$ cat src/sv/lfuc_pkg.sv
// Package: shared constants, types and state codes of the LFU block cache tag store.
`timescale 1ns / 1ps
`default_nettype none

package lfuc_pkg;

  // Number of tag slots built into the store.
  localparam int CACHE_SLOTS = 16;
  // Bits that index one slot, and bits that hold a slot count up to CACHE_SLOTS.
  localparam int SLOT_W      = (CACHE_SLOTS > 1) ? $clog2(CACHE_SLOTS) : 1;
  localparam int CNT_W       = $clog2(CACHE_SLOTS + 1);

  // Field widths.
  localparam int FILE_W   = 16;
  localparam int OFF_W    = 40;
  localparam int BCNT_W   = 18;
  localparam int BLK_W    = 28;
  localparam int USES_W   = 32;
  localparam int OSLOT_W  = 4;
  localparam int END_W    = OFF_W + 1;
  localparam int REM_W    = 6;
  localparam int CREG_W   = 5;
  localparam int PADDR_W  = 3;
  localparam int PDATA_W  = 32;

  localparam logic [BCNT_W-1:0] MAX_COUNT = 18'd131072;
  localparam logic [CREG_W-1:0] SHIFT_MIN = 5'd12;
  localparam logic [CREG_W-1:0] SHIFT_MAX = 5'd20;
  localparam logic [CREG_W-1:0] BLOCKS_RST = 5'd16;

  // Register indexes as decoded from paddr[2].
  localparam logic REG_CACHE_BLOCKS = 1'b0;
  localparam logic REG_BLOCK_SIZE   = 1'b1;

  typedef enum logic [2:0] {
    ST_IDLE,
    ST_SETUP,
    ST_RANGE,
    ST_SCAN,
    ST_COMMIT
  } ctrl_state_t;

  // Commands from the controller to the datapath.
  typedef struct packed {
    logic load;
    logic calc_end;
    logic calc_range;
    logic scan_step;
    logic commit;
  } ctrl_cmd_t;

  // Status from the datapath to the controller.
  typedef struct packed {
    logic cnt_zero;
    logic scan_last;
    logic last_block;
    logic out_free;
  } dp_status_t;

  // Configuration seen by the datapath.
  typedef struct packed {
    logic              blocks_wr;
    logic [CNT_W-1:0]  blocks_new;
    logic [CNT_W-1:0]  slots_on;
    logic [CREG_W-1:0] shift;
  } cfg_t;

endpackage

`default_nettype wire

$ cat src/sv/lfuc_req_if.sv
// Interface: request channel carrying one read request word.
`timescale 1ns / 1ps
`default_nettype none

interface lfuc_req_if import lfuc_pkg::*; ();
  logic              valid;
  logic              ready;
  logic [FILE_W-1:0] file_id;
  logic [OFF_W-1:0]  byte_offset;
  logic [BCNT_W-1:0] byte_count;

  modport source (output valid, output file_id, output byte_offset, output byte_count,
                  input ready);
  modport sink (input valid, input file_id, input byte_offset, input byte_count,
                output ready);
endinterface

`default_nettype wire

$ cat src/sv/lfuc_rsp_if.sv
// Interface: result channel carrying one per-block lookup word.
`timescale 1ns / 1ps
`default_nettype none

interface lfuc_rsp_if import lfuc_pkg::*; ();
  logic               valid;
  logic               ready;
  logic [BLK_W-1:0]   block_index;
  logic               hit;
  logic [OSLOT_W-1:0] slot;
  logic               evicted;
  logic [FILE_W-1:0]  evicted_file;
  logic [BLK_W-1:0]   evicted_block;
  logic               last_of_request;

  modport source (output valid, output block_index, output hit, output slot,
                  output evicted, output evicted_file, output evicted_block,
                  output last_of_request, input ready);
  modport sink (input valid, input block_index, input hit, input slot,
                input evicted, input evicted_file, input evicted_block,
                input last_of_request, output ready);
endinterface

`default_nettype wire

$ cat src/sv/lfuc_regs.sv
// Configuration registers behind the APB-style port.
`timescale 1ns / 1ps
`default_nettype none

module lfuc_regs import lfuc_pkg::*; (
  input  wire logic               clk,
  input  wire logic               rst,
  input  wire logic               psel,
  input  wire logic               penable,
  input  wire logic               pwrite,
  input  wire logic [PADDR_W-1:0] paddr,
  input  wire logic [PDATA_W-1:0] pwdata,
  output logic      [PDATA_W-1:0] prdata,
  output logic                    pready,
  output cfg_t                    cfg
);

  logic [CREG_W-1:0] cache_blocks;
  logic [CREG_W-1:0] block_size_log2;
  logic              wr_en;
  logic [CREG_W-1:0] wdata;

  // Map a cache_blocks value onto the number of slots in use.
  function automatic logic [CNT_W-1:0] clamp_slots(input logic [CREG_W-1:0] v);
    logic [CNT_W-1:0] n;
    if (v == '0) begin
      n = CNT_W'(1);
    end else if (32'(v) > 32'(CACHE_SLOTS)) begin
      n = CNT_W'(CACHE_SLOTS);
    end else begin
      n = CNT_W'(v);
    end
    return n;
  endfunction

  assign pready = 1'b1;
  assign wr_en  = psel && penable && pwrite;
  assign wdata  = pwdata[CREG_W-1:0];

  // Register writes.
  always_ff @(posedge clk) begin
    if (rst) begin
      cache_blocks    <= BLOCKS_RST;
      block_size_log2 <= SHIFT_MIN;
    end else if (wr_en) begin
      unique case (paddr[2])
        REG_CACHE_BLOCKS: cache_blocks    <= wdata;
        REG_BLOCK_SIZE:   block_size_log2 <= wdata;
        default: ;
      endcase
    end
  end

  // Read-back mux.
  always_comb begin
    unique case (paddr[2])
      REG_CACHE_BLOCKS: prdata = PDATA_W'(cache_blocks);
      REG_BLOCK_SIZE:   prdata = PDATA_W'(block_size_log2);
      default:          prdata = '0;
    endcase
  end

  // Effective values handed to the datapath.
  always_comb begin
    cfg.blocks_wr  = wr_en && (paddr[2] == REG_CACHE_BLOCKS);
    cfg.blocks_new = clamp_slots(wdata);
    cfg.slots_on   = clamp_slots(cache_blocks);
    if (block_size_log2 < SHIFT_MIN) begin
      cfg.shift = SHIFT_MIN;
    end else if (block_size_log2 > SHIFT_MAX) begin
      cfg.shift = SHIFT_MAX;
    end else begin
      cfg.shift = block_size_log2;
    end
  end

endmodule

`default_nettype wire

$ cat src/sv/lfuc_ctrl.sv
// Controller: sequences request setup, slot scans and result commits.
`timescale 1ns / 1ps
`default_nettype none

module lfuc_ctrl import lfuc_pkg::*; (
  input  wire logic       clk,
  input  wire logic       rst,
  input  wire logic       req_valid,
  output logic            req_ready,
  input  wire dp_status_t sts,
  output ctrl_cmd_t       cmd
);

  ctrl_state_t state;
  ctrl_state_t state_next;

  // State register.
  always_ff @(posedge clk) begin
    if (rst) begin
      state <= ST_IDLE;
    end else begin
      state <= state_next;
    end
  end

  // Next state and commands.
  always_comb begin
    state_next = state;
    req_ready  = 1'b0;
    cmd        = '0;
    unique case (state)
      ST_IDLE: begin
        req_ready = 1'b1;
        cmd.load  = req_valid;
        if (req_valid && !sts.cnt_zero) begin
          state_next = ST_SETUP;
        end
      end
      ST_SETUP: begin
        cmd.calc_end = 1'b1;
        state_next   = ST_RANGE;
      end
      ST_RANGE: begin
        cmd.calc_range = 1'b1;
        state_next     = ST_SCAN;
      end
      ST_SCAN: begin
        cmd.scan_step = 1'b1;
        if (sts.scan_last) begin
          state_next = ST_COMMIT;
        end
      end
      ST_COMMIT: begin
        if (sts.out_free) begin
          cmd.commit = 1'b1;
          state_next = sts.last_block ? ST_IDLE : ST_SCAN;
        end
      end
      default: state_next = ST_IDLE;
    endcase
  end

endmodule

`default_nettype wire

$ cat src/sv/lfuc_dp.sv
// Datapath: tag store, block range arithmetic, slot scan and result register.
`timescale 1ns / 1ps
`default_nettype none

module lfuc_dp import lfuc_pkg::*; (
  input  wire logic              clk,
  input  wire logic              rst,
  input  wire cfg_t              cfg,
  input  wire ctrl_cmd_t         cmd,
  output dp_status_t             sts,
  input  wire logic [FILE_W-1:0] file_id,
  input  wire logic [OFF_W-1:0]  byte_offset,
  input  wire logic [BCNT_W-1:0] byte_count,
  lfuc_rsp_if.source             rsp
);

  // Tag store.
  logic              slot_valid [CACHE_SLOTS];
  logic              slot_fresh [CACHE_SLOTS];
  logic [FILE_W-1:0] slot_file  [CACHE_SLOTS];
  logic [BLK_W-1:0]  slot_block [CACHE_SLOTS];
  logic [USES_W-1:0] slot_uses  [CACHE_SLOTS];

  // Request registers.
  logic [FILE_W-1:0] cur_file;
  logic [OFF_W-1:0]  cur_off;
  logic [BCNT_W-1:0] cur_cnt;
  logic [END_W-1:0]  end_byte;
  logic [BLK_W-1:0]  blk_cur;
  logic [REM_W-1:0]  remain;

  // Scan registers.
  logic [SLOT_W-1:0] scan_idx;
  logic              found_v;
  logic [SLOT_W-1:0] found_idx;
  logic [USES_W-1:0] found_uses;
  logic              free_v;
  logic [SLOT_W-1:0] free_idx;
  logic              vic_v;
  logic [SLOT_W-1:0] vic_idx;
  logic [USES_W-1:0] vic_uses;
  logic [FILE_W-1:0] vic_file;
  logic [BLK_W-1:0]  vic_block;

  // Result register.
  logic out_valid;

  // Combinational helpers.
  logic [OFF_W-1:0]     first_off;
  logic [END_W-1:0]     end_shift;
  logic [BLK_W:0]       blk_diff;
  logic                 rd_valid;
  logic                 rd_fresh;
  logic [FILE_W-1:0]    rd_file;
  logic [BLK_W-1:0]     rd_block;
  logic [USES_W-1:0]    rd_uses;
  logic                 rd_match;
  logic                 idx_last;
  logic                 install;
  logic                 do_evict;
  logic [SLOT_W-1:0]    tgt;
  logic [SLOT_W+3:0]    tgt_ext;
  logic                 last_blk;

  // Block range of the request.
  assign first_off = cur_off >> cfg.shift;
  assign end_shift = end_byte >> cfg.shift;
  assign blk_diff  = end_shift[BLK_W:0] - {1'b0, first_off[BLK_W-1:0]};
  assign last_blk  = (remain == '0);

  // Entry under the scan pointer.
  assign rd_valid = slot_valid[scan_idx];
  assign rd_fresh = slot_fresh[scan_idx];
  assign rd_file  = slot_file[scan_idx];
  assign rd_block = slot_block[scan_idx];
  assign rd_uses  = slot_uses[scan_idx];
  assign rd_match = rd_valid && (rd_file == cur_file) && (rd_block == blk_cur);
  assign idx_last = ((CNT_W'(scan_idx) + CNT_W'(1)) == cfg.slots_on);

  // Outcome of the finished scan.
  always_comb begin
    install  = !found_v && (free_v || vic_v);
    do_evict = !found_v && !free_v && vic_v;
    if (found_v) begin
      tgt = found_idx;
    end else if (free_v) begin
      tgt = free_idx;
    end else if (vic_v) begin
      tgt = vic_idx;
    end else begin
      tgt = '0;
    end
    tgt_ext = {4'b0000, tgt};
  end

  always_comb begin
    sts.cnt_zero   = (byte_count == '0);
    sts.scan_last  = idx_last;
    sts.last_block = last_blk;
    sts.out_free   = !out_valid || rsp.ready;
  end

  // Request capture and block stepping.
  always_ff @(posedge clk) begin
    if (cmd.load) begin
      cur_file <= file_id;
      cur_off  <= byte_offset;
      cur_cnt  <= (byte_count > MAX_COUNT) ? MAX_COUNT : byte_count;
    end
    if (cmd.calc_end) begin
      end_byte <= {1'b0, cur_off} + END_W'(cur_cnt) - END_W'(1);
    end
    if (cmd.calc_range) begin
      blk_cur <= first_off[BLK_W-1:0];
      remain  <= blk_diff[REM_W-1:0];
    end else if (cmd.commit && !last_blk) begin
      blk_cur <= blk_cur + BLK_W'(1);
      remain  <= remain - REM_W'(1);
    end
  end

  // Slot scan: first match, first free slot and least-used old slot in one pass.
  always_ff @(posedge clk) begin
    if (rst || cmd.calc_range || cmd.commit) begin
      scan_idx <= '0;
      found_v  <= 1'b0;
      free_v   <= 1'b0;
      vic_v    <= 1'b0;
    end else if (cmd.scan_step) begin
      scan_idx <= idx_last ? '0 : scan_idx + SLOT_W'(1);
      if (rd_match && !found_v) begin
        found_v    <= 1'b1;
        found_idx  <= scan_idx;
        found_uses <= rd_uses;
      end
      if (!rd_valid && !free_v) begin
        free_v   <= 1'b1;
        free_idx <= scan_idx;
      end
      if (rd_valid && !rd_fresh && (!vic_v || (rd_uses < vic_uses))) begin
        vic_v     <= 1'b1;
        vic_idx   <= scan_idx;
        vic_uses  <= rd_uses;
        vic_file  <= rd_file;
        vic_block <= rd_block;
      end
    end
  end

  // Valid and fresh bits.
  always_ff @(posedge clk) begin
    if (rst) begin
      for (int i = 0; i < CACHE_SLOTS; i++) begin
        slot_valid[i] <= 1'b0;
        slot_fresh[i] <= 1'b0;
      end
    end else if (cfg.blocks_wr) begin
      for (int i = 0; i < CACHE_SLOTS; i++) begin
        if (CNT_W'(i) >= cfg.blocks_new) begin
          slot_valid[i] <= 1'b0;
          slot_fresh[i] <= 1'b0;
        end
      end
    end else if (cmd.commit) begin
      if (install) begin
        slot_valid[tgt] <= 1'b1;
      end
      if (last_blk) begin
        for (int i = 0; i < CACHE_SLOTS; i++) begin
          slot_fresh[i] <= 1'b0;
        end
      end else if (install) begin
        slot_fresh[tgt] <= 1'b1;
      end
    end
  end

  // Tag and use-count writes.
  always_ff @(posedge clk) begin
    if (cmd.commit) begin
      if (found_v) begin
        if (found_uses != '1) begin
          slot_uses[found_idx] <= found_uses + USES_W'(1);
        end
      end else if (install) begin
        slot_file[tgt]  <= cur_file;
        slot_block[tgt] <= blk_cur;
        slot_uses[tgt]  <= '0;
      end
    end
  end

  // Result register.
  always_ff @(posedge clk) begin
    if (rst) begin
      out_valid <= 1'b0;
    end else if (cmd.commit) begin
      out_valid <= 1'b1;
    end else if (rsp.ready) begin
      out_valid <= 1'b0;
    end
  end

  always_ff @(posedge clk) begin
    if (cmd.commit) begin
      rsp.block_index     <= blk_cur;
      rsp.hit             <= found_v;
      rsp.slot            <= tgt_ext[OSLOT_W-1:0];
      rsp.evicted         <= do_evict;
      rsp.evicted_file    <= do_evict ? vic_file : '0;
      rsp.evicted_block   <= do_evict ? vic_block : '0;
      rsp.last_of_request <= last_blk;
    end
  end

  assign rsp.valid = out_valid;

endmodule

`default_nettype wire

$ cat src/sv/lfu_block_cache_tags.sv
// Top level: LFU block cache tag store with request, result and register ports.
//
//   Port      Dir   Handshake       Word
//   req       in    valid/ready     file_id, byte_offset, byte_count
//   rsp       out   valid/ready     block_index, hit, slot, evicted, evicted_file,
//                                   evicted_block, last_of_request
//   APB       in    psel/penable    cache_blocks at 0x0, block_size_log2 at 0x4
//
// A request is taken in the idle state. Then come the setup states ST_SETUP, which
// computes the end byte, and ST_RANGE, which computes the block range. Each block then
// takes a scan through the tag store over the N slots in use and a commit, which waits
// while the output register holds a stalled word. After the last commit of a request
// the controller is back in idle in the following cycle, ready for the next request.
// A request with a zero byte count is taken in the idle state and gives no word.
// Reset clears the valid and fresh bits at once; there is no clearing pass.
// A stalled result word holds in the output register; the next block's scan
// runs meanwhile, and only its commit waits for the register to empty.
`timescale 1ns / 1ps
`default_nettype none

module lfu_block_cache_tags import lfuc_pkg::*; (
  input  wire logic               clk,
  input  wire logic               rst,
  input  wire logic               psel,
  input  wire logic               penable,
  input  wire logic               pwrite,
  input  wire logic [PADDR_W-1:0] paddr,
  input  wire logic [PDATA_W-1:0] pwdata,
  output logic      [PDATA_W-1:0] prdata,
  output logic                    pready,
  lfuc_req_if.sink                req,
  lfuc_rsp_if.source              rsp
);

  cfg_t       cfg;
  ctrl_cmd_t  cmd;
  dp_status_t sts;
  logic       req_ready;

  assign req.ready = req_ready;

  // Configuration registers.
  lfuc_regs u_regs (
    .clk     (clk),
    .rst     (rst),
    .psel    (psel),
    .penable (penable),
    .pwrite  (pwrite),
    .paddr   (paddr),
    .pwdata  (pwdata),
    .prdata  (prdata),
    .pready  (pready),
    .cfg     (cfg)
  );

  // Sequencer.
  lfuc_ctrl u_ctrl (
    .clk       (clk),
    .rst       (rst),
    .req_valid (req.valid),
    .req_ready (req_ready),
    .sts       (sts),
    .cmd       (cmd)
  );

  // Tag store and arithmetic.
  lfuc_dp u_dp (
    .clk         (clk),
    .rst         (rst),
    .cfg         (cfg),
    .cmd         (cmd),
    .sts         (sts),
    .file_id     (req.file_id),
    .byte_offset (req.byte_offset),
    .byte_count  (req.byte_count),
    .rsp         (rsp)
  );

endmodule

`default_nettype wire
$ cat src/flat_wrapper.sv
// flat-port wrapper written by rule: the top's interface ports become plain ports
module lfu_block_cache_tags_flat import lfuc_pkg::*;
  (clk, rst, psel, penable, pwrite, paddr, pwdata, prdata, pready, req_valid, req_file_id, req_byte_offset, req_byte_count, req_ready, rsp_valid, rsp_block_index, rsp_hit, rsp_slot, rsp_evicted, rsp_evicted_file, rsp_evicted_block, rsp_last_of_request, rsp_ready);
  lfuc_req_if req_i ();
  lfuc_rsp_if rsp_i ();
  input  wire logic clk;
  input  wire logic rst;
  input  wire logic psel;
  input  wire logic penable;
  input  wire logic pwrite;
  input  wire logic [PADDR_W-1:0] paddr;
  input  wire logic [PDATA_W-1:0] pwdata;
  output logic      [PDATA_W-1:0] prdata;
  output logic pready;
  input wire logic [$bits(req_i.valid)-1:0] req_valid;
  input wire logic [$bits(req_i.file_id)-1:0] req_file_id;
  input wire logic [$bits(req_i.byte_offset)-1:0] req_byte_offset;
  input wire logic [$bits(req_i.byte_count)-1:0] req_byte_count;
  output wire logic [$bits(req_i.ready)-1:0] req_ready;
  output wire logic [$bits(rsp_i.valid)-1:0] rsp_valid;
  output wire logic [$bits(rsp_i.block_index)-1:0] rsp_block_index;
  output wire logic [$bits(rsp_i.hit)-1:0] rsp_hit;
  output wire logic [$bits(rsp_i.slot)-1:0] rsp_slot;
  output wire logic [$bits(rsp_i.evicted)-1:0] rsp_evicted;
  output wire logic [$bits(rsp_i.evicted_file)-1:0] rsp_evicted_file;
  output wire logic [$bits(rsp_i.evicted_block)-1:0] rsp_evicted_block;
  output wire logic [$bits(rsp_i.last_of_request)-1:0] rsp_last_of_request;
  input wire logic [$bits(rsp_i.ready)-1:0] rsp_ready;
  assign req_i.valid = req_valid;
  assign req_i.file_id = req_file_id;
  assign req_i.byte_offset = req_byte_offset;
  assign req_i.byte_count = req_byte_count;
  assign req_ready = req_i.ready;
  assign rsp_valid = rsp_i.valid;
  assign rsp_block_index = rsp_i.block_index;
  assign rsp_hit = rsp_i.hit;
  assign rsp_slot = rsp_i.slot;
  assign rsp_evicted = rsp_i.evicted;
  assign rsp_evicted_file = rsp_i.evicted_file;
  assign rsp_evicted_block = rsp_i.evicted_block;
  assign rsp_last_of_request = rsp_i.last_of_request;
  assign rsp_i.ready = rsp_ready;
  lfu_block_cache_tags u_core (.clk(clk), .rst(rst), .psel(psel), .penable(penable), .pwrite(pwrite), .paddr(paddr), .pwdata(pwdata), .prdata(prdata), .pready(pready), .req(req_i), .rsp(rsp_i));
endmodule
$ cat config.mk
export PLATFORM = sky130hd
export DESIGN_NAME = lfu_block_cache_tags_flat
export DESIGN_NICKNAME = d
export VERILOG_FILES = /design/src/sv/lfuc_pkg.sv /design/src/sv/lfuc_req_if.sv /design/src/sv/lfuc_rsp_if.sv /design/src/sv/lfuc_regs.sv /design/src/sv/lfuc_ctrl.sv /design/src/sv/lfuc_dp.sv /design/src/sv/lfu_block_cache_tags.sv /design/src/flat_wrapper.sv
export SDC_FILE = /design/constraint.sdc
export NUM_CORES = 2
export LEC_CHECK = 0
export BUFFER_PORTS_ARGS = -buffer_cell sky130_fd_sc_hd__buf_2
export CAP_MARGIN = 20
export CORE_ASPECT_RATIO = 0.6
export CORE_UTILIZATION = 62
export DETAILED_ROUTE_END_ITERATION = 8
export PLACE_DENSITY = 0.85
export RECOVER_POWER = 25
export SYNTH_ARGS = -nofsm -noshare
export SYNTH_HDL_FRONTEND = slang
export SYNTH_HIERARCHICAL = 1
export SYNTH_SLANG_ARGS = --single-unit
$ cat constraint.sdc
create_clock -name clk -period 12.1 [get_ports clk]
set_input_delay 1.21 -clock clk [delete_from_list [all_inputs] [get_ports clk]]
set_output_delay 1.21 -clock clk [all_outputs]
set_load 0.01 [all_outputs]
# After elaboration in Yosys (flattened, before gate mapping)

Memories as Yosys holds them, arrays and structs flattened. A register that Yosys moved wholly into a read port is not among the register bits.
Cells that the tools add are included.

Memories: 5
Bits in writable memories: 1248
Output and inout port bits: 114
Input port bits: 116
Logic and storage cells: 356
Register bits: 369

Memories:

| memory                 | depth | bits a word | rd ports | clocked after Yosys merged registers in | write ports | RTL line      | source |
|---|---|---|---|---|---|---|---|
| u_core.u_dp.slot_uses  | 16    | 32          | 1        | 1                                       | 1           | lfuc_dp.sv:22 | `logic [USES_W-1:0] slot_uses [CACHE_SLOTS];` |
| u_core.u_dp.slot_block | 16    | 28          | 1        | 1                                       | 1           | lfuc_dp.sv:21 | `logic [BLK_W-1:0] slot_block [CACHE_SLOTS];` |
| u_core.u_dp.slot_file  | 16    | 16          | 1        | 1                                       | 1           | lfuc_dp.sv:20 | `logic [FILE_W-1:0] slot_file [CACHE_SLOTS];` |
| u_core.u_dp.slot_fresh | 16    | 1           | 1        | 1                                       | 16          | lfuc_dp.sv:19 | `logic slot_fresh [CACHE_SLOTS];` |
| u_core.u_dp.slot_valid | 16    | 1           | 1        | 1                                       | 16          | lfuc_dp.sv:18 | `logic slot_valid [CACHE_SLOTS];` |

Shifts and indexed selects: 2
Equality and inequality tests: 11
Magnitude comparators: 22
Mux-type cells: 184
Add/subtract/negate cells: 8
Bitwise gates (word level): 50
Reductions and logical operators: 46

Operator list:

| kind                                                                  | count |
|---|---|
| 1-bit 2-to-1 mux                                                      | 150 |
| 4-bit 2-to-1 mux                                                      | 17 |
| 32-bit case mux with 2 select lines                                   | 1 |
| 28-bit 2-to-1 mux                                                     | 2 |
| 1-bit bitwise OR                                                      | 48 |
| 40-bit by 18-bit adder with 41-bit output                             | 1 |
| 41-bit by 5-bit >> shifter with 6-bit output                          | 1 |
| 41-bit by 1-bit subtractor with 41-bit output (second input constant) | 1 |
| 4-bit by 5-bit >= comparator with 1-bit output (first input constant) | 8 |
| 40-bit by 5-bit >> shifter with 28-bit output                         | 1 |
| 32-bit by 1-bit adder with 32-bit output (second input constant)      | 1 |
| 32-bit < comparator                                                   | 1 |
| 32-bit 2-to-1 mux                                                     | 1 |
| 32-bit != test (second input constant)                                | 1 |
| 32-bit OR reduction                                                   | 1 |
| 5-bit 2-to-1 mux                                                      | 6 |
| 28-bit by 1-bit adder with 28-bit output (second input constant)      | 1 |
| 28-bit equality test                                                  | 1 |
| 3-bit by 5-bit >= comparator with 1-bit output (first input constant) | 4 |
| 18-bit greater-than comparator (second input constant)                | 1 |
| 18-bit zero test                                                      | 1 |
| 16-bit equality test                                                  | 1 |
| 5-bit greater-than comparator (second input constant)                 | 3 |
| 3-bit case mux with 5 select lines                                    | 1 |
| 27 further kinds                                                      | 69 |

# Depth between registers and ports, before layout

Word-level depth: 11
Depth in mapped cells: 22
Depth with buffers taken out: 18

# Hierarchy

Netlist, hierarchy kept.

By module, submodules not included:

| module    | area an instance (µm²) | instances | sequential area each (µm²) | cells each |
|---|---|---|---|---|
| lfuc_dp   | 67755.0                | 1         | 47725.8                    | 3790 |
| lfuc_regs | 853.3                  | 1         | 200.2                      | 100 |
| lfuc_ctrl | 249.0                  | 1         | 60.1                       | 32 |

# Least setup slack after synthesis

Ideal clock, no wire load.

Path type: register -> register
Start point: register with a tool-made name
End point: register u_core.u_dp.vic_block[0] (enable)
Data arrival time: 8.054 ns
Period minus slack after synthesis: 8.599 ns
Path slack: 3.501 ns
Path buffers: 6
Library setup time: 0.545 ns
Stages on the path, launching flop included: 19
Data required time: 11.555 ns
Cells stage by stage: dfxtp_1 > buf_6 > buf_8 > buf_6 > buf_4 > buf_2 > buf_1 > mux4_2 > mux4_2 > ha_1 > a21o_1 > a21o_1 > a21o_1 > a21o_1 > a211oi_1 > o221ai_1 > nand3_1 > nand2_1 > a21oi_1

RTL lines:

| item                 | RTL line       | source |
|---|---|---|
| end signal, assigned | lfuc_dp.sv:145 | `vic_block <= rd_block;` |
| end, declared        | lfuc_dp.sv:43  | `logic [BLK_W-1:0] vic_block;` |

==> results.md <==
- Antenna violations before repair: 10
- Least-Margin Pin Slew: 1.560 ns
- PD cells: 150.4 mW/mm²
- Syn Area/Cell: 17.56 µm²
- Grt peak-use layer: met2
- Final TNS setup: 0 ns
- NetSw: 2592 µW
- Initial DRC count: 6418
- Num rows: 94
- Worst-case clock buffer depth: 3
- CP required: 12.51 ns
- Worst setup path category: flop to flop
- Cells after Synth: 3922
- Cell area after layout: 0.07588 mm²
- Root buf cell: clkbuf_16
- Failing checks: max-capacitance violations, max-slew violations
- Worst endpoint data arrival time: 7.49 ns
- Share of cells above drive strength 1: 21.69%
- Via count: 39580
- R2R cell count: 10
- Async S/R FF share, synth: 0%
- Resized cells post-CTS: 0
- Min-delay worst type: flop to flop
- Slew HR: -3.973%
- Yosys reg bits: 1617
- PortBufs: 172
- CTS sink count: 1617
- Post-layout util: 69.07%
- Final setup vio count: 0
- Syn Std Cell Area: 0.06886 mm²
- Achievable Freq: 141.3 MHz
- CP Capture Type: flop
- Area growth, synth to finish: 10.20%
- Top-Level Pins: 230
- Cell Int Power: 8823 µW
- HPWL Detailed: 97.80 mm
- Gr ovfl total: 0
- Number of global-route vias before repair: 38670
- Pins Over Slew Limit: 24
- CTS tree: yes
- Post-synthesis sequential area ratio: 69.69%
- Crit path max fanout: 98
- Total power: 11410 µW
- Placed instance area: 0.07142 mm²
- Met3 usage: 8.528%
- FF-to-FF setup slack: 5.02 ns
- Clock Pin Slew Worst Setup and Hold Paths: 0.07 ns
- Total track usage: 31.58%
- Ys Warns: 6
- Reg2Reg Capture Point: u_core/u_dp/found_idx[1]
- Largest net degree at the start of global routing: 99
- Power share of the combinational group: 6.0%
- Final wirelength: 176.7 mm
- Final hold vios: 0
- Synth cell types: 88
- Switching Share: 22.71%
- Worst VDD drop: 160.8 µV
- Total CTS buffers: 141
- Status: finished with violations
- Final Skew: 0.06403 ns
- Core region area: 0.1099 mm²
- Pleak: 0.02479 µW
- Initial Util: 62.68%
- Met2 Track Usage GR: 46.56%
- Post-route DRC violation count: 0
- Skew-Pair Late Insertion Delay: 0.81 ns
- Post-synth EDFFs: 1560
- Startpoint types: flop
- Fin Hold WS: 0.4729 ns
- Max_cap viols: 1
- Wire per inst: 30.81 µm
- First-pass GRT wire length: 255.5 mm
- Final net count: 4346
- Ant diodes: 0
- Die Area: 0.1124 mm²
- Die width: 432.2 µm
- Chip height: 260.1 µm
- Commonest non-fill, non-tap cell in the layout: edfxtp_1
- Unrepaired setup endpoints after global routing: no
- Routability cong.: 0.9118
- Reg power frac: 55.2%
- Final period utilization: 58.49%
- Period minus WS final: 7.077 ns
- Hold buffers post-CTS: 0
- Vias per inst: 6.901
- CP endpoint: u_core/u_dp/found_idx[1]
- Clk network pwr share: 38.8%
- Post-CTS setup buffer count: 0
- H-tree depth: 4
- Most frequent cells in the layout: edfxtp_1, mux4_2, nand2_1
- Drt first pass iters: 6
- Met1 usage: 45.46%
- DRT antenna net count: 0
- Primary FF master, synth: edfxtp_1
==> critical path, cell delays in order, from the launching register on <==
cell,delay (ns)
dfxtp_4,0.87
buf_4,0.86
buf_4,0.72
buf_12,0.60
mux4_2,0.62
mux4_2,0.52
xor2_1,0.26
nor4_1,0.69
nand3_1,0.44
nor4_4,0.25
buf_4,0.52
==> cell usage after synthesis, types with 7 or more instances <==
cell	number	area, µm²
edfxtp_1	1560	46840
mux4_2	388	8738
nand2_1	222	833.3
inv_1	166	623.1
nor2_1	165	619.3
mux2i_1	118	1181
a21oi_1	108	540.5
o21ai_0	102	510.5
ha_1	94	1176
clkbuf_1	76	285.3
nand3_1	70	350.3
and2_1	65	406.6
xnor2_1	65	569.3
xor2_1	65	569.3
dfxtp_1	57	1141
buf_4	47	352.8
nand2b_1	38	237.7
buf_2	35	175.2
buf_1	33	123.9
nor3_1	33	165.2
a21o_1	31	232.7
mux2_2	31	349.1
nor2b_1	26	162.7
a22oi_1	23	172.7
o211ai_1	23	172.7
o22ai_1	21	131.4
and3_1	19	118.9
a31oi_1	16	100.1
nand4_1	16	100.1
a211oi_1	15	112.6
a32o_1	14	140.1
buf_6	14	157.7
a221oi_1	12	105.1
or3_1	12	75.07
nor4_1	10	62.56
o21a_1	10	75.07
a221o_1	8	80.08
a31o_2	7	61.31
and4_1	7	61.31
==> power groups by stage <==
stage          clock, µW  combinational, µW  sequential [µW]
5_1_grt             4660                741             6300
2_1_floorplan          0                502             6370
3_3_place_gp           0                642             6410
6_report            4430                689             6300
3_5_place_dp           0                662             6410
4_1_cts             4460                677             6290
==> metal layers <==
metal  wire length (µm)  part of all wire, %
met5                 65                0.037
met4               7661                  4.3
met3              25270                   14
met2              78320                   44
met1              65390                   37
==> layout make-up <==
class                      count  area [µm²]
clock inverter                80       743.2
inverter                     170       640.6
multi-input combinational   1951       19450
clock buffer                 176        3702
tap                         1488        1862
fill                        6581       33970
timing repair buffer         253        1475
sequential                  1617       48000
==> cells by family after synthesis <==
kind of cell	share of synthesized area (%)
xor+xnor	1.654
other cells	0.01091
flops	69.69
compound gates	4.252
buf+inv	2.615
mux	15.01
simple gates	5.002
fa+ha+maj	1.766
==> per-stage QoR <==
step | cells | setup slack [ns]
after floorplan | 3948 | 3.501
after global placement | 5473 | 5.310
after detailed placement | 5473 | 5.216
after CTS | 5729 | 5.100
after global routing | 5735 | 4.712
final | 5735 | 5.023
==> how the worst min path moves through the flow <==
stage	from	endpoint	slack [ns]	depth (start not counted)
CTS	u_core/u_dp/slot_valid[11]	u_core/u_dp/slot_valid[11]	0.48	2
floorplan	u_core/u_dp/slot_fresh[15]	u_core/u_dp/slot_fresh[15]	0.44	2
global placement	u_core/u_dp/slot_valid[11]	u_core/u_dp/slot_valid[11]	0.46	2
global route	u_core/u_dp/slot_valid[11]	u_core/u_dp/slot_valid[11]	0.50	2
detailed placement	u_core/u_dp/slot_valid[11]	u_core/u_dp/slot_valid[11]	0.47	2
finish	u_core/u_dp/slot_valid[11]	u_core/u_dp/slot_valid[11]	0.47	2
==> state kept, by name, summed over array words and instances (netlist names), 5 cells and up, named ones only <==
register,cells
u_core/u_dp/slot_uses,512
u_core/u_dp/slot_block,448
u_core/u_dp/slot_file,256
u_core/u_dp/cur_off,40
u_core/u_dp/end_byte,37
u_core/u_dp/found_uses,32
u_core/u_dp/vic_uses,32
u_core/u_dp/blk_cur,28
u_core/u_dp/rsp.block_index,28
u_core/u_dp/rsp.evicted_block,28
u_core/u_dp/vic_block,28
u_core/u_dp/cur_cnt,18
u_core/u_dp/cur_file,16
u_core/u_dp/rsp.evicted_file,16
u_core/u_dp/slot_fresh,16
u_core/u_dp/slot_valid,16
u_core/u_dp/vic_file,16
u_core/u_dp/remain,6
u_core/u_regs/block_size_log2,5
u_core/u_regs/cache_blocks,5
Note: power is estimated with default switching activity, not from simulation.
